--- config.mk ---
export PLATFORM = sky130hd
export DESIGN_NAME = stun_turn_tcp_deframer
export DESIGN_NICKNAME = d
export VERILOG_FILES = /design/src/hdl/sttd_pkg.sv /design/src/hdl/sttd_ctrl.sv /design/src/hdl/sttd_datapath.sv /design/src/hdl/stun_turn_tcp_deframer.sv
export SDC_FILE = /design/constraint.sdc
export NUM_CORES = 1
export LEC_CHECK = 0
export ABC_AREA = 0
export CAP_MARGIN = 10
export CORE_AREA = 2 2 202 204
export DETAILED_ROUTE_END_ITERATION = 7
export DIE_AREA = 0 0 204 206
export DONT_BUFFER_PORTS = 1
export PLACE_DENSITY = 0.62
export SYNTH_ARGS = -nofsm -noshare
export SYNTH_HDL_FRONTEND = slang
export SYNTH_HIERARCHICAL = 1
export SYNTH_SLANG_ARGS = --single-unit
--- constraint.sdc ---
create_clock -name clk -period 4.6 [get_ports clk]
set_clock_uncertainty 0.05 [all_clocks]
set_input_delay 0.23 -clock clk [delete_from_list [all_inputs] [get_ports clk]]
set_output_delay 0.23 -clock clk [all_outputs]
set_load 0.1 [all_outputs]
--- src/hdl/sttd_pkg.sv ---
// Shared types and constants for the STUN/TURN stream deframer.
// Used by the controller, the datapath and the top level; depends on nothing.
package sttd_pkg;

  localparam int HEADER_BYTES = 20;
  localparam int HOLD_AW      = 5;
  localparam int LEN_W        = 17;

  localparam logic [1:0] ERR_NONE   = 2'd0;
  localparam logic [1:0] ERR_COOKIE = 2'd1;
  localparam logic [1:0] ERR_SIZE   = 2'd2;

  localparam logic [7:0] CFG_MAX_FRAME = 8'd0;
  localparam logic [7:0] CFG_CHAN_LOW  = 8'd1;
  localparam logic [7:0] CFG_CHAN_HIGH = 8'd2;
  localparam logic [7:0] CFG_COOKIE    = 8'd3;

  localparam logic [LEN_W-1:0] MAX_FRAME_RESET = 17'd2048;
  localparam logic [15:0]      CHAN_LOW_RESET  = 16'd16384;
  localparam logic [15:0]      CHAN_HIGH_RESET = 16'd32767;
  localparam logic [31:0]      COOKIE_RESET    = 32'h2112A442;

  typedef enum logic [2:0] {
    ST_COLLECT,
    ST_CLASSIFY,
    ST_RELEASE,
    ST_PASS,
    ST_ERROR,
    ST_DROP
  } state_t;

  typedef struct packed {
    logic hold_wr;
    logic cnt_inc;
    logic cnt_clear;
    logic cls_load;
    logic rel_clear;
    logic out_hold;
    logic out_pass;
    logic out_err;
  } cmd_t;

  typedef struct packed {
    logic cnt_hit;
    logic at_four;
    logic in_range;
    logic cookie_ok;
    logic too_big;
    logic rel_last;
    logic rel_done;
    logic pass_end;
    logic out_free;
  } status_t;

endpackage

--- src/hdl/sttd_ctrl.sv ---
// Controller state machine of the deframer.
// Depends on sttd_pkg; drives datapath commands from datapath status.
module sttd_ctrl (
  input  logic              clk,
  input  logic              rst,
  input  logic              in_valid,
  output logic              in_stall,
  input  sttd_pkg::status_t status,
  output sttd_pkg::cmd_t    cmd
);
  import sttd_pkg::*;

  state_t state;
  state_t state_next;
  logic   accept;

  always_ff @(posedge clk) begin
    if (rst) begin
      state <= ST_COLLECT;
    end else begin
      state <= state_next;
    end
  end

  always_comb begin
    case (state)
      ST_COLLECT: in_stall = 1'b0;
      ST_DROP:    in_stall = 1'b0;
      ST_PASS:    in_stall = !status.out_free;
      default:    in_stall = 1'b1;
    endcase
  end

  assign accept = in_valid && !in_stall;

  always_comb begin
    state_next = state;
    case (state)
      ST_COLLECT: begin
        if (accept && status.cnt_hit) state_next = ST_CLASSIFY;
      end
      ST_CLASSIFY: begin
        if (status.at_four && !status.in_range) begin
          state_next = ST_COLLECT;
        end else if (!status.at_four && !status.cookie_ok) begin
          state_next = ST_ERROR;
        end else if (status.too_big) begin
          state_next = ST_ERROR;
        end else begin
          state_next = ST_RELEASE;
        end
      end
      ST_RELEASE: begin
        if (status.out_free && status.rel_last) begin
          state_next = status.rel_done ? ST_COLLECT : ST_PASS;
        end
      end
      ST_PASS: begin
        if (accept && status.pass_end) state_next = ST_COLLECT;
      end
      ST_ERROR: begin
        if (status.out_free) state_next = ST_DROP;
      end
      ST_DROP: state_next = ST_DROP;
      default: state_next = ST_COLLECT;
    endcase
  end

  always_comb begin
    cmd = '0;
    case (state)
      ST_COLLECT: begin
        cmd.hold_wr = accept;
        cmd.cnt_inc = accept;
      end
      ST_CLASSIFY: begin
        cmd.cls_load  = 1'b1;
        cmd.rel_clear = 1'b1;
      end
      ST_RELEASE: begin
        cmd.out_hold  = status.out_free;
        cmd.cnt_clear = status.out_free && status.rel_last && status.rel_done;
      end
      ST_PASS: begin
        cmd.out_pass  = accept;
        cmd.cnt_inc   = accept;
        cmd.cnt_clear = accept && status.pass_end;
      end
      ST_ERROR: cmd.out_err = status.out_free;
      default: cmd = '0;
    endcase
  end

endmodule

--- src/hdl/sttd_datapath.sv ---
// Datapath of the deframer: configuration registers, header store, counters,
// frame classification and the output register. Depends on sttd_pkg.
module sttd_datapath (
  input  logic                           clk,
  input  logic                           rst,
  input  sttd_pkg::cmd_t                 cmd,
  output sttd_pkg::status_t              status,
  input  logic [7:0]                     stream_byte,
  input  logic                           cfg_wr,
  input  logic [7:0]                     cfg_index,
  input  logic [31:0]                    cfg_data,
  output logic                           out_valid,
  input  logic                           out_stall,
  output logic [7:0]                     data_byte,
  output logic                           frame_is_channel,
  output logic [15:0]                    chan_id,
  output logic                           frame_end,
  output logic [1:0]                     error_code
);
  import sttd_pkg::*;

  logic [LEN_W-1:0]   max_frame;
  logic [15:0]        chan_low;
  logic [15:0]        chan_high;
  logic [31:0]        cookie;

  logic [7:0]         hold [HEADER_BYTES];
  logic [LEN_W-1:0]   byte_count;
  logic [LEN_W-1:0]   frame_total;
  logic               kind_flag;
  logic [15:0]        held_channel;
  logic [HOLD_AW-1:0] rel_idx;
  logic [1:0]         err_pend;

  logic [15:0]        word;
  logic [15:0]        plen;
  logic [31:0]        ck;
  logic [LEN_W-1:0]   plen_pad;
  logic [LEN_W-1:0]   ch_total;
  logic [LEN_W-1:0]   stun_total;
  logic [LEN_W-1:0]   total_sel;
  logic               cls_chan;
  logic [LEN_W-1:0]   count_inc;
  logic [LEN_W-1:0]   rel_pos;

  always_ff @(posedge clk) begin
    if (rst) begin
      max_frame <= MAX_FRAME_RESET;
      chan_low  <= CHAN_LOW_RESET;
      chan_high <= CHAN_HIGH_RESET;
      cookie    <= COOKIE_RESET;
    end else if (cfg_wr) begin
      case (cfg_index)
        CFG_MAX_FRAME: max_frame <= cfg_data[LEN_W-1:0];
        CFG_CHAN_LOW:  chan_low  <= cfg_data[15:0];
        CFG_CHAN_HIGH: chan_high <= cfg_data[15:0];
        CFG_COOKIE:    cookie    <= cfg_data;
        default: ;
      endcase
    end
  end

  assign word       = {hold[0], hold[1]};
  assign plen       = {hold[2], hold[3]};
  assign ck         = {hold[4], hold[5], hold[6], hold[7]};
  assign plen_pad   = ({1'b0, plen} + 17'd3) & ~17'd3;
  assign ch_total   = plen_pad + 17'd4;
  assign stun_total = {1'b0, plen} + LEN_W'(HEADER_BYTES);
  assign count_inc  = byte_count + 17'd1;
  assign rel_pos    = {{(LEN_W-HOLD_AW){1'b0}}, rel_idx} + 17'd1;

  assign status.at_four   = (byte_count == 17'd4);
  assign status.in_range  = (word >= chan_low) && (word <= chan_high);
  assign cls_chan         = status.at_four && status.in_range;
  assign total_sel        = cls_chan ? ch_total : stun_total;
  assign status.cookie_ok = (ck == cookie);
  assign status.too_big   = (total_sel > max_frame);
  assign status.cnt_hit   = (count_inc == 17'd4) || (count_inc == LEN_W'(HEADER_BYTES));
  assign status.rel_last  = (rel_pos == byte_count);
  assign status.rel_done  = (byte_count >= frame_total);
  assign status.pass_end  = (count_inc >= frame_total);
  assign status.out_free  = !out_valid || !out_stall;

  always_ff @(posedge clk) begin
    if (cmd.hold_wr) hold[byte_count[HOLD_AW-1:0]] <= stream_byte;
  end

  always_ff @(posedge clk) begin
    if (rst) begin
      byte_count   <= '0;
      frame_total  <= '0;
      kind_flag    <= 1'b0;
      held_channel <= '0;
      rel_idx      <= '0;
      err_pend     <= ERR_NONE;
      out_valid    <= 1'b0;
    end else begin
      if (cmd.cnt_clear) begin
        byte_count <= '0;
      end else if (cmd.cnt_inc) begin
        byte_count <= count_inc;
      end
      if (cmd.cls_load) begin
        kind_flag    <= cls_chan;
        held_channel <= cls_chan ? word : 16'd0;
        frame_total  <= total_sel;
        err_pend     <= (!status.at_four && !status.cookie_ok) ? ERR_COOKIE : ERR_SIZE;
      end
      if (cmd.rel_clear) begin
        rel_idx <= '0;
      end else if (cmd.out_hold) begin
        rel_idx <= rel_idx + 1'b1;
      end
      if (cmd.out_hold || cmd.out_pass || cmd.out_err) begin
        out_valid <= 1'b1;
      end else if (!out_stall) begin
        out_valid <= 1'b0;
      end
    end
  end

  always_ff @(posedge clk) begin
    if (cmd.out_hold) begin
      data_byte        <= hold[rel_idx];
      frame_is_channel <= kind_flag;
      chan_id          <= held_channel;
      frame_end        <= (rel_pos == frame_total);
      error_code       <= ERR_NONE;
    end else if (cmd.out_pass) begin
      data_byte        <= stream_byte;
      frame_is_channel <= kind_flag;
      chan_id          <= held_channel;
      frame_end        <= status.pass_end;
      error_code       <= ERR_NONE;
    end else if (cmd.out_err) begin
      data_byte        <= 8'd0;
      frame_is_channel <= 1'b0;
      chan_id          <= 16'd0;
      frame_end        <= 1'b0;
      error_code       <= err_pend;
    end
  end

endmodule

--- src/hdl/stun_turn_tcp_deframer.sv ---
// Top level of the STUN/TURN ChannelData deframer for a TCP byte stream.
// Instantiates sttd_ctrl and sttd_datapath; depends on sttd_pkg.
//
// Input channel: one stream byte per request on in_valid/in_stall/stream_byte.
// Output channel: one frame byte per request on out_valid/out_stall, with the
// frame kind, channel number, end-of-frame mark and error code alongside.
// Configuration: cfg_valid/cfg_ready with cfg_index and cfg_data; cfg_ready is
// always high. Index 0 is the frame limit, 1 and 2 the channel range, 3 the
// cookie; other indices are ignored. Write only while the block is idle.
// Timing: a header byte is taken each cycle. After the fourth byte a
// ChannelData frame, and after the twentieth a STUN frame, is classified;
// then the held bytes are released one per cycle while input is stalled,
// as long as the receiver does not stall. Payload bytes then pass at one
// per cycle through the output register while the receiver does not stall.
// When the receiver stalls, the output register holds its request and input
// stalls as soon as another result would be produced. After a bad cookie or
// an oversize frame one error request is given and all further bytes are
// dropped until reset. Reset restores the register defaults and the idle state.
module stun_turn_tcp_deframer (
  input  logic        clk,
  input  logic        rst,
  input  logic        in_valid,
  output logic        in_stall,
  input  logic [7:0]  stream_byte,
  output logic        out_valid,
  input  logic        out_stall,
  output logic [7:0]  data_byte,
  output logic        frame_is_channel,
  output logic [15:0] chan_id,
  output logic        frame_end,
  output logic [1:0]  error_code,
  input  logic        cfg_valid,
  output logic        cfg_ready,
  input  logic [7:0]  cfg_index,
  input  logic [31:0] cfg_data
);
  import sttd_pkg::*;

  cmd_t    cmd;
  status_t status;

  assign cfg_ready = 1'b1;

  sttd_ctrl u_ctrl (
    .clk      (clk),
    .rst      (rst),
    .in_valid (in_valid),
    .in_stall (in_stall),
    .status   (status),
    .cmd      (cmd)
  );

  sttd_datapath u_datapath (
    .clk              (clk),
    .rst              (rst),
    .cmd              (cmd),
    .status           (status),
    .stream_byte      (stream_byte),
    .cfg_wr           (cfg_valid && cfg_ready),
    .cfg_index        (cfg_index),
    .cfg_data         (cfg_data),
    .out_valid        (out_valid),
    .out_stall        (out_stall),
    .data_byte        (data_byte),
    .frame_is_channel (frame_is_channel),
    .chan_id          (chan_id),
    .frame_end        (frame_end),
    .error_code       (error_code)
  );

endmodule

Word-level counts from Yosys, hierarchy flattened. Memory sizes are Yosys's and may differ from the RTL's. A register that Yosys moved wholly into a read port is not among the register bits. Cells that the tools add are included.

Register bits: 171. Memory bits (writable): 160. Input bits: 53. Output and inout port bits: 31. Logic and storage cells: 118. Memories kept: 1.

Memories: u_datapath.hold (depth 20, bits a word 8, rd ports 9, clocked after memory_dff 1, write ports 1, RTL line sttd_datapath.sv:27) `logic [7:0] hold [HEADER_BYTES];`.

Add/subtract/negate cells: 6. Order comparisons: 5. Equal/unequal tests: 19. Multiplexer cells: 37. Reductions and logical operators: 33.

Operator list (count): $mux 16 (4); $eq 17x17->1 (2); $eq 17x3->1 const B (2); $ge 17x17->1 (2); $eq 32x32->1 (1); $mux 8 (3); $mux 3 (7); $pmux 3 s6 (1); $add 16x2->17 const B (1); $add 16x5->17 const B (1); $add 17x1->17 const B (1); $add 17x3->17 const B (1); $eq 17x5->1 const B (1); $gt 17x17->1 (1); $mux 17 (1); $eq 8x2->1 const B (2); $ge 16x16->1 (1); $le 16x16->1 (1); $mux 1 (14); $mux 5 (2); $ne 2x1->1 const B (5); $reduce_or 2->1 (5); $logic_and 1x1->1 (9); $eq 8x1->1 const B (1); 14 further kinds (31).

Depth between registers and ports, before layout.
Depth after elaboration: 10. Mapped depth: 26. Depth with buffers taken out: 23.

By module. The synthesis kept the hierarchy.

By module, submodules not included: sttd_datapath (times used 1, cells an instance 1541, area each 17739.5 sq um, sequential area each 9489.1 sq um); sttd_ctrl (times used 1, cells an instance 56, area each 367.9 sq um, sequential area each 60.1 sq um); stun_turn_tcp_deframer (times used 1, cells an instance 2, area each 11.3 sq um, sequential area each 0.0 sq um).

Least setup slack after synthesis. No wires, ideal clock.

Kind: flip-flop to flip-flop. Start: memory u_datapath.hold[0][5]. End: register u_ctrl.state[2]. Setup time: 0.124 ns. Arrival time: 3.878 ns. Data required time: 4.426 ns. Setup slack: 0.548 ns. Cell stages (with the launch flop): 24. Path buffers: 2. Period minus slack after synthesis: 4.052 ns. Cells stage by stage: edfxtp_1 -> ha_1 -> a211oi_1 -> nor2_1 -> a211oi_2 -> o211ai_1 -> and4_1 -> buf_4 -> buf_8 -> nor4_1 -> nor2_1 -> xnor2_1 -> ha_1 -> nor2b_1 -> o21ai_0 -> nand2b_1 -> a21oi_1 -> nand2b_1 -> o21ai_0 -> a21oi_1 -> nor2b_1 -> o21ai_0 -> a31oi_1 -> a211oi_1.

RTL lines: from (decl) (RTL line sttd_datapath.sv:27); to (signal assigned) (RTL line sttd_ctrl.sv:21) `state <= state_next;`; to (decl) (RTL line sttd_ctrl.sv:13) `state_t state;`.

==> metrics.cfg <==
[run_status]
status=complete, no violations

[worst_setup_path]
cp-start-kind=flop
crit_type=reg2reg
end_kind=flop
worstPathRequired_ns=4.97
cp_cell_sequence=ha_1 -> nand2_1 -> nor3_2 -> o211ai_1 -> o211ai_1 -> and4_1 -> buf_4 -> buf_4 -> mux2_2 -> mux2_2 -> ha_1 -> nand2_1 -> nor4_1 -> mux2i_1 -> o21ai_1 -> a21oi_2 -> nor2b_1 -> o21ai_1 -> a31oi_1 -> a211oi_1
arrival_ns=4.68
cp_max_fo=6
cp_num_buf_inv=2
slowest_delay_ns=0.47
cpLargestDelayFamily=simple AND/OR/NAND/NOR gates
crit_path_top_delay_cell=edfxtp_1

[clock_network]
htree_num_levels=2
clock-sinks=368
cts_tree=done
clock_latency_ns=0.57
cts_inserted_buffers=40
cts.clk_slew.worst_paths_ns=0.07
clockRootBuffer=clkbuf_16
max-clock-path-buffers=3

[sta]
setup_viol=0
slew_viol_final=0
finalSetupTns_ns=0
relSlewSlack_pct=19.65
worst_pin_slew_ns=1.202
hold_violations=0
period_share_pct=93.51
fin_ws_ns=0.2984
max_clock_freq_ghz=0.2325
layout_min_cycle_time_ns=4.302

[floorplanning]
rows=74
die_area_um2=42020
io_pins=84
fp.coreArea_um2=40180
initial_core_util_pct=45.09
die_w_um=204
fp.dieH_um=206

[detailed_routing]
avgViaCountPerCell=5.620
drt-wirelength-per-cell_um=21.26
wl_met3_um=3318
antenna_left=0
wl_met2_um=21610
first_iter_violations=1075
num_vias=12570
dr.pass1.iters=5
route.detailed.drc=0
wirelength_met1_um=20920
top_layer=met5
wirelength_um=47560

[logic_synthesis]
synth-edff-count=218
yosysTopAreaCellShare_pct=36.13
synth-seq-cells=368
synth_area_leaders=edfxtp_1 (36%), dfxtp_1 (17%), mux4_2 (7.0%), ha_1 (6.3%), nand2_1 (3.5%)
yosys.cell_types.count=69
yosysTopAreaCell=edfxtp_1
ys_warn_count=6
synthArstFlopShare_pct=0
synthCells=1599
synth-seq-area-share_pct=52.70
syn_avg_cell_area_um2=11.33
ys.flop_type=edfxtp_1
synth_common_cells=edfxtp_1 (218), nand2_1 (167), dfxtp_1 (150)
synth_most_common_cell=edfxtp_1
synth_area_um2=18120
synth_nets=1743

[power_and_ir_drop]
leakagePower_nw=7.397
ir_drop_mv=0.3540
pwr_density_cell_nw_per_um2=471.4

[min_path]
hold_path.class=in2reg

[global_route]
grt_pass1_vias=12400
grtUsageTotal_pct=23.12
grt_pass1_wl_um=73280
grt_overflow=0
grt_max_degree=105
antenna_found_initial=2

[placement]
gp_congestion=0.9298
preCtsSetupSlack_ns=0.01204
hpwlAfterDp_um=33720
io_buffer_count=0

[finish]
drive_above_1_share_pct=13.98
nets=1815
syn_to_final_growth_pct=15.05
utilization_pct=51.87
fillers=3524

[run]
max-cap-violations=0

through the flow:
step	instance area [um2]	total power [mW]	hold WS (ns)	instances
after floorplan	18120	5.979	0.2528	1599
final	20850	9.827	0.01911	2237
after detailed placement	18940	6.614	0.2816	2109
after global routing	20840	10.28	0.04022	2234
after global placement	18940	6.586	0.2814	2109
after CTS	20740	9.874	0.002584	2228
state kept, by name, indices dropped and copies added (netlist names), named ones only:
name and flops:
u_ctrl/state 3, u_datapath/byte_count 17, u_datapath/chan_high 16, u_datapath/chan_id 16, u_datapath/chan_low 16, u_datapath/cookie 32, u_datapath/data_byte 8, u_datapath/err_pend 2
u_datapath/error_code 2, u_datapath/frame_end 1, u_datapath/frame_is_channel 1, u_datapath/frame_total 17, u_datapath/held_channel 16, u_datapath/hold 192, u_datapath/kind_flag 1, u_datapath/max_frame 17
u_datapath/out_valid 1, u_datapath/rel_idx 5
kinds of logic after synthesis:
| family | synth area share, % |
|---|---|
| AO/OA/AOI/OAI | 7.900 |
| buffers and inverters | 4.033 |
| XOR/XNOR | 4.592 |
| flip-flops | 52.70 |
| multiplexers | 10.26 |
| other | 0.02070 |
| AND/OR/NAND/NOR | 14.20 |
| adder cells (fa/ha/maj) | 6.284 |
cell type report:
class                      instances  area (um2)  area share (%)
antenna                            3       7.507         0.03601
clock buffer                      55        1121           5.378
clock inverter                    18       160.2          0.7683
inverter                          79       296.5           1.423
multi-input combinational       1055        7914           37.97
sequential                       368        9554           45.83
tap                              532       665.6           3.193
timing repair buffer             127        1126           5.402
path summary, 6_finish.rpt:
check	start	to	slack [ns]	depth (start not counted)
worst max-delay path	u_datapath/hold[0][1]	u_ctrl/state[2]	0.30	20
worst min-delay path	rst	u_datapath/err_pend[0]	0.02	2
worst max register to register	u_datapath/hold[0][1]	u_ctrl/state[2]	0.30	20
worst min register to register	u_datapath/held_channel[14]	u_datapath/held_channel[14]	0.41	2
layer usage:
layer,up-vias,global-route usage (%)
li1,5964,-
met1,6118,31.12
met5,-,0
met2,403,36.33
met4,2,9.938
met3,85,4.825
placed cells by master (no fill, tap or decap), types with 5 or more instances in the layout:
cell type      count
nor2b_1           31
a21oi_1           85
or3_1              5
mux2i_1           52
and2_1            13
mux2_2             6
dlygate4sd3_1     41
edfxtp_1         218
xnor2_1           61
buf_4             81
nand4_1           37
a31oi_1           11
o211ai_1          19
nand2b_1          11
mux4_2            56
nand2_1          167
clkbuf_16         43
nor2_1           105
xor2_1            34
clkinv_2           6
o21ai_1            5
nand3_1           57
clkinv_1           5
o21a_1             9
inv_1             79
dfxtp_1          148
ha_1              91
clkbuf_1          12
nor3_1            38
nor4_1            13
a211oi_1           5
a21o_1             8
and3_1            21
o21ai_0           28
a22o_1             8
power breakdown:
part / total [mW] / switching (mW) / internal (mW)
clock network: 3.14 / 1.31 / 1.83
registers: 4.56 / 0.808 / 3.75
logic: 2.13 / 1.28 / 0.847
what timing repair did:
item / in CTS / in global routing
setup endpoints to repair: 1 / 2
hold endpoints to repair: 333 / 0
hold buffers: 46 / 0
pin swaps: 0 / 6
resized for setup: 1 / 16
setup buffers: 0 / 6
Power figures use the tool's default switching activity.
